File: config.mk
export PLATFORM = sky130hd
export DESIGN_NAME = lcs_ctrl
export DESIGN_NICKNAME = d
export VERILOG_FILES = /design/src/rtl/lcs_pkg.sv /design/src/rtl/lcs_ctrl.sv
export SDC_FILE = /design/constraint.sdc
export NUM_CORES = 1
export LEC_CHECK = 0
export BUFFER_PORTS_ARGS = -buffer_cell sky130_fd_sc_hd__buf_4
export CORE_MARGIN = 3
export CORE_UTILIZATION = 47
export CTS_CLUSTER_DIAMETER = 150
export CTS_CLUSTER_SIZE = 24
export DETAILED_ROUTE_END_ITERATION = 8
export GPL_TIMING_DRIVEN = 0
export PLACE_DENSITY = 0.72
export SYNTH_ARGS = -nofsm -noshare
export SYNTH_HDL_FRONTEND = slang
export SYNTH_SLANG_ARGS = --single-unit
File: constraint.sdc
create_clock -name clk -period 4.8 [get_ports clk]
set_clock_uncertainty 0.2 [all_clocks]
set_input_delay 0.48 -clock clk [delete_from_list [all_inputs] [get_ports clk]]
set_output_delay 0.48 -clock clk [all_outputs]
set_load 0.02 [all_outputs]
File: src/rtl/lcs_pkg.sv
// ----------------------------------------------------------------------------
// lcs_pkg: shared types and constants of the LCS length engine
// Item structures, kind codes, controller states and the command bundle
// that the controller sends to the datapath.
// ----------------------------------------------------------------------------
`default_nettype none

package lcs_pkg;

	localparam int MAX_LEN_DEF = 256;
	localparam int LCS_LEN_W   = 9;
	localparam int SYMBOL_W    = 8;
	localparam int KIND_W      = 2;

	typedef enum logic [KIND_W-1:0] {
		KIND_LOAD_A  = 2'd0,
		KIND_LOAD_B  = 2'd1,
		KIND_COMPUTE = 2'd2
	} kind_t;

	typedef struct packed {
		logic [KIND_W-1:0]   kind;
		logic [SYMBOL_W-1:0] symbol;
	} in_item_t;

	typedef struct packed {
		logic [LCS_LEN_W-1:0] lcs_length;
		logic                 overflow;
	} out_item_t;

	typedef enum logic [2:0] {
		ST_IDLE,
		ST_ROW,
		ST_COL,
		ST_DRAIN,
		ST_DONE
	} state_t;

	typedef struct packed {
		logic load_a;
		logic load_b;
		logic row_start;
		logic cell_rd;
		logic first_row;
		logic first_col;
		logic last_cell;
		logic zero_res;
		logic push;
	} cmd_t;

	typedef struct packed {
		logic empty;
		logic out_free;
	} status_t;

endpackage

`default_nettype wire

File: src/rtl/lcs_ctrl.sv
// ----------------------------------------------------------------------------
// lcs_ctrl: controller of the LCS length engine
// Decodes input beats and sequences the row-by-column table walk.
// ----------------------------------------------------------------------------
`default_nettype none

module lcs_ctrl #(
	parameter  int MAX_LEN = lcs_pkg::MAX_LEN_DEF,
	localparam int AW      = (MAX_LEN > 1) ? $clog2(MAX_LEN) : 1,
	localparam int LW      = $clog2(MAX_LEN + 1)
) (
	input  wire logic                        clk,
	input  wire logic                        arst_n,
	input  wire logic                        in_valid,
	output logic                             in_ready,
	input  wire logic [lcs_pkg::KIND_W-1:0]  kind,
	input  wire logic [LW-1:0]               len_a,
	input  wire logic [LW-1:0]               len_b,
	input  wire lcs_pkg::status_t            status,
	output lcs_pkg::cmd_t                    cmd,
	output logic      [AW-1:0]               row_idx,
	output logic      [AW-1:0]               col_idx
);

	import lcs_pkg::*;

	state_t        state_q, state_d;
	logic [AW-1:0] row_q, row_d;
	logic [AW-1:0] col_q, col_d;
	logic          accept;
	logic          last_row;
	logic          last_col;

	assign accept   = in_valid && in_ready;
	assign last_row = (LW'(row_q) == len_a - LW'(1));
	assign last_col = (LW'(col_q) == len_b - LW'(1));
	assign row_idx  = row_q;
	assign col_idx  = col_q;

	always_ff @(posedge clk or negedge arst_n) begin
		if (!arst_n) begin
			state_q <= ST_IDLE;
			row_q   <= '0;
			col_q   <= '0;
		end else begin
			state_q <= state_d;
			row_q   <= row_d;
			col_q   <= col_d;
		end
	end

	always_comb begin
		state_d  = state_q;
		row_d    = row_q;
		col_d    = col_q;
		cmd      = '0;
		in_ready = 1'b0;
		unique case (state_q)
			ST_IDLE: begin
				in_ready = 1'b1;
				if (accept) begin
					unique case (kind)
						KIND_LOAD_A: begin
							cmd.load_a = 1'b1;
						end
						KIND_LOAD_B: begin
							cmd.load_b = 1'b1;
						end
						KIND_COMPUTE: begin
							row_d = '0;
							if (status.empty) begin
								cmd.zero_res = 1'b1;
								state_d      = ST_DONE;
							end else begin
								state_d = ST_ROW;
							end
						end
						default: begin
						end
					endcase
				end
			end
			ST_ROW: begin
				cmd.row_start = 1'b1;
				col_d         = '0;
				state_d       = ST_COL;
			end
			ST_COL: begin
				cmd.cell_rd   = 1'b1;
				cmd.first_row = (row_q == '0);
				cmd.first_col = (col_q == '0);
				cmd.last_cell = last_row && last_col;
				if (last_col) begin
					if (last_row) begin
						state_d = ST_DRAIN;
					end else begin
						row_d   = row_q + AW'(1);
						state_d = ST_ROW;
					end
				end else begin
					col_d = col_q + AW'(1);
				end
			end
			ST_DRAIN: begin
				state_d = ST_DONE;
			end
			ST_DONE: begin
				if (status.out_free) begin
					cmd.push = 1'b1;
					state_d  = ST_IDLE;
				end
			end
			default: begin
				state_d = ST_IDLE;
			end
		endcase
	end

endmodule

`default_nettype wire

### Yosys cells after proc, flatten, opt, wreduce, memory -nomap -nowiden

Index checks and enable logic that the tools add are counted.

| operators by class | value |
|---|---|
| divide/modulo/power cells | 0 |
| bitwise gates (word level) | 0 |
| multiply operators | 0 |
| equal/unequal tests | 14 |
| add/subtract/negate cells | 4 |
| muxes and demuxes | 27 |
| reduce and logical (&&, ||, !) cells | 11 |
| magnitude comparators | 0 |
| shift operators | 0 |

Operators with widths:

| operator | number |
|---|---|
| $mux W8 | 5 |
| $pmux W8 S2 | 2 |
| $eq A8 B9 Y1 | 2 |
| $sub A9 B1 Y9 const B | 2 |
| $add A8 B1 Y8 const B | 2 |
| $logic_not A8 Y1 | 2 |
| $mux W3 | 5 |
| $pmux W3 S5 | 1 |
| $mux W1 | 10 |
| $ne A2 B2 Y1 const B | 5 |
| $eq A3 B2 Y1 const B | 2 |
| $mux W2 | 3 |
| $reduce_and A5 Y1 | 1 |
| $mux W4 | 1 |
| $reduce_and A4 Y1 | 1 |
| $reduce_bool A2 Y1 | 2 |
| $eq A3 B1 Y1 const B | 1 |
| $eq A3 B3 Y1 const B | 1 |
| $logic_not A3 Y1 | 1 |
| $eq A2 B1 Y1 const B | 1 |
| $eq A2 B2 Y1 const B | 1 |
| $logic_and A1 B1 Y1 | 2 |
| $logic_not A2 Y1 | 1 |
| $ne A2 B1 Y1 const B | 1 |
| $reduce_and A2 Y1 | 1 |

| storage, ports and cells | value |
|---|---|
| memories kept | 0 |
| memory bits (writable) | 0 |
| word-level logic and storage cells | 59 |
| bits in latches | 0 |
| register bits | 19 |
| ROM bits | 0 |
| bits of input ports | 25 |

### Logic depth before layout (Yosys ltp)

Gate-level depths: netlist of run 1.

| depth | value |
|---|---|
| word-level depth | 5 |
| depth in mapped cells | 10 |

### Least setup slack after synthesis of run 1

No wires, ideal clock.

| timing | value |
|---|---|
| kind | input to output |
| start point | in len_a[0] |
| end point | out cmd[2] (netlist name) |
| stages | 9 |
| slack | 1,636 ps |
| arrival time | 2,484 ps |
| cell sequence | inv_1 ha_1 clkbuf_1 or4bb_1 nor4_1 a41oi_1 a211o_1 or3_1 nor2_1 |

RTL lines:

| element | RTL line | source |
|---|---|---|
| start: declaration | lcs_ctrl.sv:17 | `input wire logic [LW-1:0] len_a,` |
| end: declaration | lcs_ctrl.sv:20 | `output lcs_pkg::cmd_t cmd,` |

==> results of run 1 <==
## timing repair
| item | CTS | global route |
|---|---|---|
| gates resized for setup | 0 | 0 |
| hold endpoints to repair | 19 | 0 |
| hold buffers | 1 | 0 |
## final cells by class
type / count / area share [%]
inverters: 19 / 3.24
clock buffers: 4 / 2.05
repair buffers: 49 / 16.8
multi-input cells: 174 / 52.3
flip-flops and latches: 19 / 21.6
well taps: 46 / 2.61
plain buffers: 6 / 1.42
## cell usage in the layout (no fill, tap or decap), types with 6 or more instances in the layout
cell type  instances
o21ai_0            6
nand3_1           11
nor2_1            17
nor3_1            11
inv_1             19
o31ai_1            6
nor4_1             6
xor2_1             8
a21oi_1           10
buf_4             48
or4_1              6
dfrtp_1           19
ha_1               6
o21ai_1            6
nand2_1           14
xnor2_1           11
and3_1             6
## final timing paths
| check | startpoint | endpoint | slack, ns | cells after the start |
|---|---|---|---|---|
| worst max register to register | col_idx[5] | col_idx[3] | 1.84 | 8 |
| worst max-delay path | len_a[0] | cmd[2] | 1.33 | 11 |
| max in group asynchronous | arst_n | col_idx[2] | 3.77 | 2 |
| min in group asynchronous | arst_n | row_idx[0] | 0.43 | 2 |
| worst min-delay path | status[0] | state_q[2] | 0.20 | 2 |
| worst min register to register | state_q[2] | state_q[2] | 0.38 | 1 |
## power groups by stage
stage               sequential [mW]  clock, mW  combinational, mW
detailed placement            0.246          0              0.455
finish                        0.244      0.115              0.459
global route                  0.252      0.122              0.507
CTS                           0.243      0.115              0.460
global placement              0.246          0              0.451
floorplan                     0.261          0              0.274
## layer usage
| layer | routed length (um) | share of wire, % |
|---|---|---|
| met5 | 0 | 0 |
| met4 | 36 | 0.82 |
| met3 | 257 | 5.9 |
| met2 | 2020 | 46 |
| met1 | 2060 | 47 |
## worst max-delay path: cells and delay by family
family / cells / cell delay [ns]
buf+inv: 4 / 0.61
simple gates: 4 / 1.05
fa+ha+maj: 1 / 0.13
compound gates: 2 / 0.50
## stage by stage
step	util [%]	power, mW	cell area (um^2)
floorplan	-	0.534	1730
global placement	62.4	0.697	2150
detailed placement	62.4	0.702	2150
CTS	64.0	0.819	2200
global route	64.0	0.881	2200
finish	64.0	0.818	2200
## flip-flops by register name (all words and copies together), names as in the netlist
register	flops
state_q	3
row_idx	8
col_idx	8
## cell families (layout without fill, tap and decap cells)
group                    Yosys count  in the layout
XOR/XNOR                          19             19
AO/OA/AOI/OAI                     53             53
AND/OR/NAND/NOR                   94             94
buffers and inverters             25             78
adder cells (fa/ha/maj)            6              6
flip-flops                        19             19
multiplexers                       2              2
==> metrics.md, run 1 <==
| Metric | Value |
|---|---|
| DRT Pass-1 Iters | `4` |
| Max Cap Viol | `0` |
| Synth unique cells | `50` |
| LEAKAGE | `1.02 nW` |
| Met1 Use GR | `slightly above 30%` |
| Status | `completed` |
| Drt drc | `0` |
| Die area | `about 0.0044 mm^2` |
| Synth area leader | `dfrtp_1` |
| GR peak layer | `met2` |
| Compound-gate portion of the synthesized area | `21.0%` |
| CTS root buf | `clkbuf_8` |
| Seq cells post-synth | `19` |
| Die height | `around 67 um` |
| DR vias | `roughly 1,800` |
| Sw frac | `between 40% and 50%` |
| Internal power | `between 0.4 and 0.5 mW` |
| Largest net degree at the start of global routing | `20` |
| Syn Nets | `roughly 250` |
| Crit-path slowest cell | `or4bb_1` |
| Number of diodes | `0` |
| Clk_lat worst skew | `~0.26 ns` |
| Post-synth ARST share | `between 90% and 100%` |
| Post-Synth Adder-Cell Area | `~4.3%` |
| Worst EP arrival | `2.79 ns` |
| Worst Path Required | `approximately 4.1 ns` |
| Max incr delay on CP | `between 0.4 and 0.5 ns` |
| Routability Congestion | `0.825` |
| Netlist Area Pre-Place | `0.00173 mm^2` |
| Multi-input gate area | `about 0.0012 mm^2` |
| Synth top area share | `between 20% and 30%` |
| Final Net Count | `303` |
| Clk sinks | `19` |
| Setup slack at placement | `about 1.3 ns` |
| Post-Synth Simple-Gate Area | `30.4%` |
| Detailed Place HPWL | `3.44 mm` |
| Clock share of power | `14.1%` |
| Dpl cells | `about 310` |
| I/O pins | `between 50 and 60` |
| CP Launch Type | `primary input` |
| Switching power of the nets | `0.387 mW` |
| Sequential power share | `between 20% and 30%` |
| Pwr dens | `372 mW/mm^2` |
| CTS tree | `done` |
| Share of cells above drive strength 1 | `around a fifth` |
| Synth top cells by count | `19 x dfrtp_1, 19 x inv_1, 17 x nor2_1` |
| Vias per cell | `about 5.7` |
| Final WL | `roughly 4.4 mm` |
| Hold Path Class | `in2reg` |
| Critical Path Most Common Cell | `buf_4` |
| Final ANT Viol Nets | `0` |
| RSZ-0062 raised after global routing | `false` |
| Mapped Avg Cell Area | `~7.9 um^2` |
| Die Wd | `between 60 and 70 um` |
| # fillers | `between 300 and 400` |
| Worst hold slack | `around 0.2 ns` |
| Setup-failing EPs final | `0` |
| Fmax achieved | `289 MHz` |
| H-tree Lvls | `1` |
| Clock buffer depth | `2` |
| Clock-pin slew on the worst setup and hold paths | `approximately 0.07 ns` |
| Global Route met3 Usage | `2.87%` |
| CP cell instances | `buf_4 > inv_1 > ha_1 > clkbuf_1 > or4bb_1 > nor4_1 > a41oi_1 > a211o_1 > or3_1 > nor2_1 > buf_4` |
| Number of antenna violations at the first check in global routing | `0` |
| Post-Synth XOR/XNOR Area | `approximately a tenth` |
| Max_slew headroom | `between 60% and 70%` |
| First-pass GRT wire length | `just over 7 mm` |
| Mux contribution to synthesized area | `1.23%` |
| DR WL/cell | `between 10 and 15 um` |
| Critical path endpoint category | `output port` |
| Input/output buffers | `48` |
| Core Area | `roughly 0.0034 mm^2` |
| Area contributors post-synth | `dfrtp_1 27%, xnor2_1 5.6%, ha_1 4.3%` |
| Peak supply drop | `roughly 0.29 mV` |
| Largest family of logic cells by synthesized area | `simple AND/OR/NAND/NOR gates` |
| Max Slew Vio Count | `0` |
| Layout area overhead | `27.4%` |
| Number of synthesized flops with an enable pin | `0` |
| Non-Filler Instances | `~320` |
| Sequential-to-total area share from yosys stat | `a little over a quarter` |
| Final min period | `3.47 ns` |
| Crit-path max FO | `9` |
| Syn. warnings | `0` |
| Initial Utilization | `around half` |
| Number of buffers created by CTS | `3` |
| Final hold vios | `0` |
| Remaining Overflow, GRT | `0` |
| Mapped Cells | `roughly 220` |
| Row Count | `21` |
| Min setup slack post-route | `~1.3 ns` |
| Final Cycle Share | `a little over 70%` |
| DRT iter0 DRCs | `approximately 130` |
| WS Path Type | `in2out` |
| Vias in the first global route | `~1,600` |
| Setup TNS | `0 ns` |
| Comb pwr share | `a little under three fifths` |
| Main synth FF type | `dfrtp_1` |
| Postcts setup bufs | `0` |
| Met2 usage in global routing | `a little under a third` |
| Slew @ Worst Pin | `approximately 0.58 ns` |
| GRT Resource Usage Total | `20.7%` |
| Register area | `approximately 480 um^2` |
Power figures use the tool's default switching activity.
==> inputs of run 2 (changes only) <==
--- a/config.mk
+++ b/config.mk
@@ -12,7 +12,7 @@
 export CTS_CLUSTER_SIZE = 24
 export DETAILED_ROUTE_END_ITERATION = 8
 export GPL_TIMING_DRIVEN = 0
-export PLACE_DENSITY = 0.72
+export PLACE_DENSITY = 0.75
 export SYNTH_ARGS = -nofsm -noshare
 export SYNTH_HDL_FRONTEND = slang
 export SYNTH_SLANG_ARGS = --single-unit
==> constraint.sdc (replaced) <==
create_clock -name clk -period 2.9 [get_ports clk]
set_clock_uncertainty 0.2 [all_clocks]
set_input_delay 0.29 -clock clk [delete_from_list [all_inputs] [get_ports clk]]
set_output_delay 0.29 -clock clk [all_outputs]
set_load 0.02 [all_outputs]
==> run 2 against run 1 <==
Combinational power rose by 69%; sequential power rose by 65%; critical path depth fell by 4; first-iteration DRC count fell by 24%; die area did not move; largest cell class unchanged; largest power group unchanged; highest routed layer unchanged.
==> metrics.md, run 2 (synthesis gave the netlist of run 1 again) <==
| Metric | Value |
|---|---|
| Status | `completed` |
| Pwr dens | `592 mW/mm^2 (+59%)` |
| Initial Utilization | `50.2% (unchanged)` |
| First-pass GRT wire length | `7.23 mm (+0.29%)` |
| Vias per cell | `5.69 (-0.85%)` |
| CP bufs+invs | `1 (-3)` |
| DRT iter0 DRCs | `99 (-24%)` |
| Critical path endpoint category | `output port` |
| DR vias | `1,816 (-0.22%)` |
| Commonest non-fill, non-tap cells in the layout | `50 x buf_4, 19 x inv_1, 18 x dfrtp_1, 16 x nor2_1, 14 x nand2_1` |
| Peak supply drop | `0.488 mV (+70%)` |
| Number of diodes | `0 (unchanged)` |
| Clk sinks | `19 (unchanged)` |
| Clk_lat worst skew | `0.25 ns (about the same)` |
| Final Cycle Share | `between 90% and 100%` |
| H-tree Lvls | `1 (unchanged)` |
| Row Count | `21 (unchanged)` |
| Dpl cells | `312 (unchanged)` |
| Final min period | `between 2 and 3 ns` |
| CP Launch Type | `flop` |
| Internal power | `0.722 mW (+68%)` |
| Slew @ Worst Pin | `0.572 ns (-0.0102 ns)` |
| Clock share of power | `13.3% (-0.8 points)` |
| Detailed Place HPWL | `3.43 mm (-0.17%)` |
| Routability Congestion | `0.846 (+2.5%)` |
| Crit-path leading delay family | `simple AND/OR/NAND/NOR gates` |
| Layout Utilization | `66.8% (+2.8 points)` |
| Die Wd | `66.7 um (unchanged)` |
| Commonest non-fill, non-tap cell in the layout | `buf_4` |
| Sequential power share | `29.6% (-0.2 points)` |
| Final ANT Viol Nets | `0 (unchanged)` |
| Non-Filler Instances | `319 (+0.63%)` |
| Final WL | `4.39 mm (+0.30%)` |
| Remaining Overflow, GRT | `0 (unchanged)` |
| Crit-path slowest cell | `or4bb_1` |
| Drt drc | `0 (unchanged)` |
| Final Net Count | `305 (+0.66%)` |
| Worst EP arrival | `2.36 ns (-0.43 ns)` |
| Worst R2R Setup Slack | `0.15 ns (-1.69 ns)` |
| Max_slew headroom | `61.8% (+1.6 points)` |
| LEAKAGE | `1.04 nW (+1.8%)` |
| Input/output buffers | `48 (unchanged)` |
| Core Area | `0.00344 mm^2 (unchanged)` |
| Final hold vios | `0 (unchanged)` |
| Worst Hold Launch | `status[0]` |
| Hold Path Class | `in2reg` |
| RSZ-0062 raised after global routing | `true` |
| Comb pwr share | `57.1% (+1.0 points)` |
| Crit-path max FO | `2 (-7)` |
| Hold EP | `state_q[2]` |
| Max incr delay on CP | `0.51 ns (+0.09 ns)` |
| WS Path Type | `reg2out` |
| CP cell instances | `or4bb_1 > nor4_2 > a41oi_2 > a211o_1 > or3_4 > nor2_4 > buf_6` |
| Max Cap Viol | `0 (unchanged)` |
| Cell depth of the worst min-delay path | `2 (unchanged)` |
| Layout area overhead | `32.9%` |
| Worst Path Required | `2.41 ns (-1.71 ns)` |
| Largest net degree at the start of global routing | `20 (unchanged)` |
| R2R Path Start | `col_idx[5]` |
| Number of antenna violations at the first check in global routing | `0 (unchanged)` |
| Number of buffers created by CTS | `3 (unchanged)` |
| CTS root buf | `clkbuf_8` |
| DR WL/cell | `13.8 um (-0.33%)` |
| Worst hold slack | `0.0244 ns (-0.179 ns)` |
| Setup-failing EPs final | `0 (unchanged)` |
| Max Slew Vio Count | `0 (unchanged)` |
| Cells on worst reg2reg path | `7 (-1)` |
| Clock buffer depth | `2 (unchanged)` |
| DRT Pass-1 Iters | `4 (unchanged)` |
| Clock-pin slew on the worst setup and hold paths | `0.07 ns (about the same)` |
| GRT Resource Usage Total | `20.6% (-0.092 points)` |
| Switching power of the nets | `0.639 mW (+65%)` |
| Share of cells above drive strength 1 | `25.6% (+4.6 points)` |
| Die area | `0.00444 mm^2 (unchanged)` |
| CTS tree | `done` |
| Vias in the first global route | `1,608 (+1.3%)` |
| I/O pins | `51 (unchanged)` |
| Fmax achieved | `roughly 350 MHz` |
| Sw frac | `46.9% (-0.38 points)` |
| Reg-to-reg critical path endpoint | `row_idx[6]` |
| Die height | `66.7 um (unchanged)` |
==> run 2: layout make-up <==
| type | instances | area (um^2) |
|---|---|---|
| buffer | 5 | 27.5 |
| multi-input combinational | 174 | 1220 |
| clock buffer | 4 | 45.0 |
| sequential | 19 | 477 |
| inverter | 19 | 71.3 |
| fill | 319 | 1140 |
| tap | 46 | 57.6 |
| timing repair buffer | 52 | 397 |
==> run 2: power by group through the flow <==
stage | logic [mW] | registers [mW] | clock network, mW
3_3_place_gp | 0.744 | 0.407 | 0
3_5_place_dp | 0.750 | 0.407 | 0
4_1_cts | 0.756 | 0.403 | 0.187
5_1_grt | 0.863 | 0.416 | 0.203
6_report | 0.777 | 0.403 | 0.182
2_1_floorplan | 0.453 | 0.432 | 0
==> run 2: timing repair <==
action | CTS | global route
pin swaps | 1 | 1
endpoints found under the setup margin | 4 | 10
endpoints found under the hold margin | 19 | 0
hold buffers | 1 | 0
resized for setup | 4 | 11
buffers inserted | 2 | 1
==> run 2: how the worst max path moves through the flow <==
stage	slack, ns	endpoint	startpoint	cells after the start
after floorplan	0.12	cmd[2]	len_a[0]	9
after global placement	-0.19	cmd[2]	len_a[0]	11
after detailed placement	-0.24	cmd[2]	len_a[0]	11
after CTS	0.04	cmd[2]	row_idx[7]	7
after global routing	-0.05	cmd[2]	row_idx[7]	7
final	0.05	cmd[2]	row_idx[7]	7
==> run 2: routing by layer <==
| metal | vias up | wire, um | GRT usage (%) |
|---|---|---|---|
| met5 | - | 0 | 0 |
| li1 | 920 | - | - |
| met2 | 59 | 2040 | 33.3 |
| met1 | 835 | 2080 | 29.2 |
| met3 | 2 | 244 | 2.02 |
| met4 | 0 | 21 | 5.33 |
==> run 2: per-stage QoR <==
step | TNS, ns | worst slack, ns | total power, mW | instance area, um^2
floorplan | 0 | 0.116 | 0.885 | 1730
global placement | -0.238 | -0.189 | 1.15 | 2150
detailed placement | -0.275 | -0.237 | 1.16 | 2150
CTS | 0 | 0.0398 | 1.35 | 2220
global route | -0.0483 | -0.0483 | 1.48 | 2300
finish | 0 | 0.0534 | 1.36 | 2300
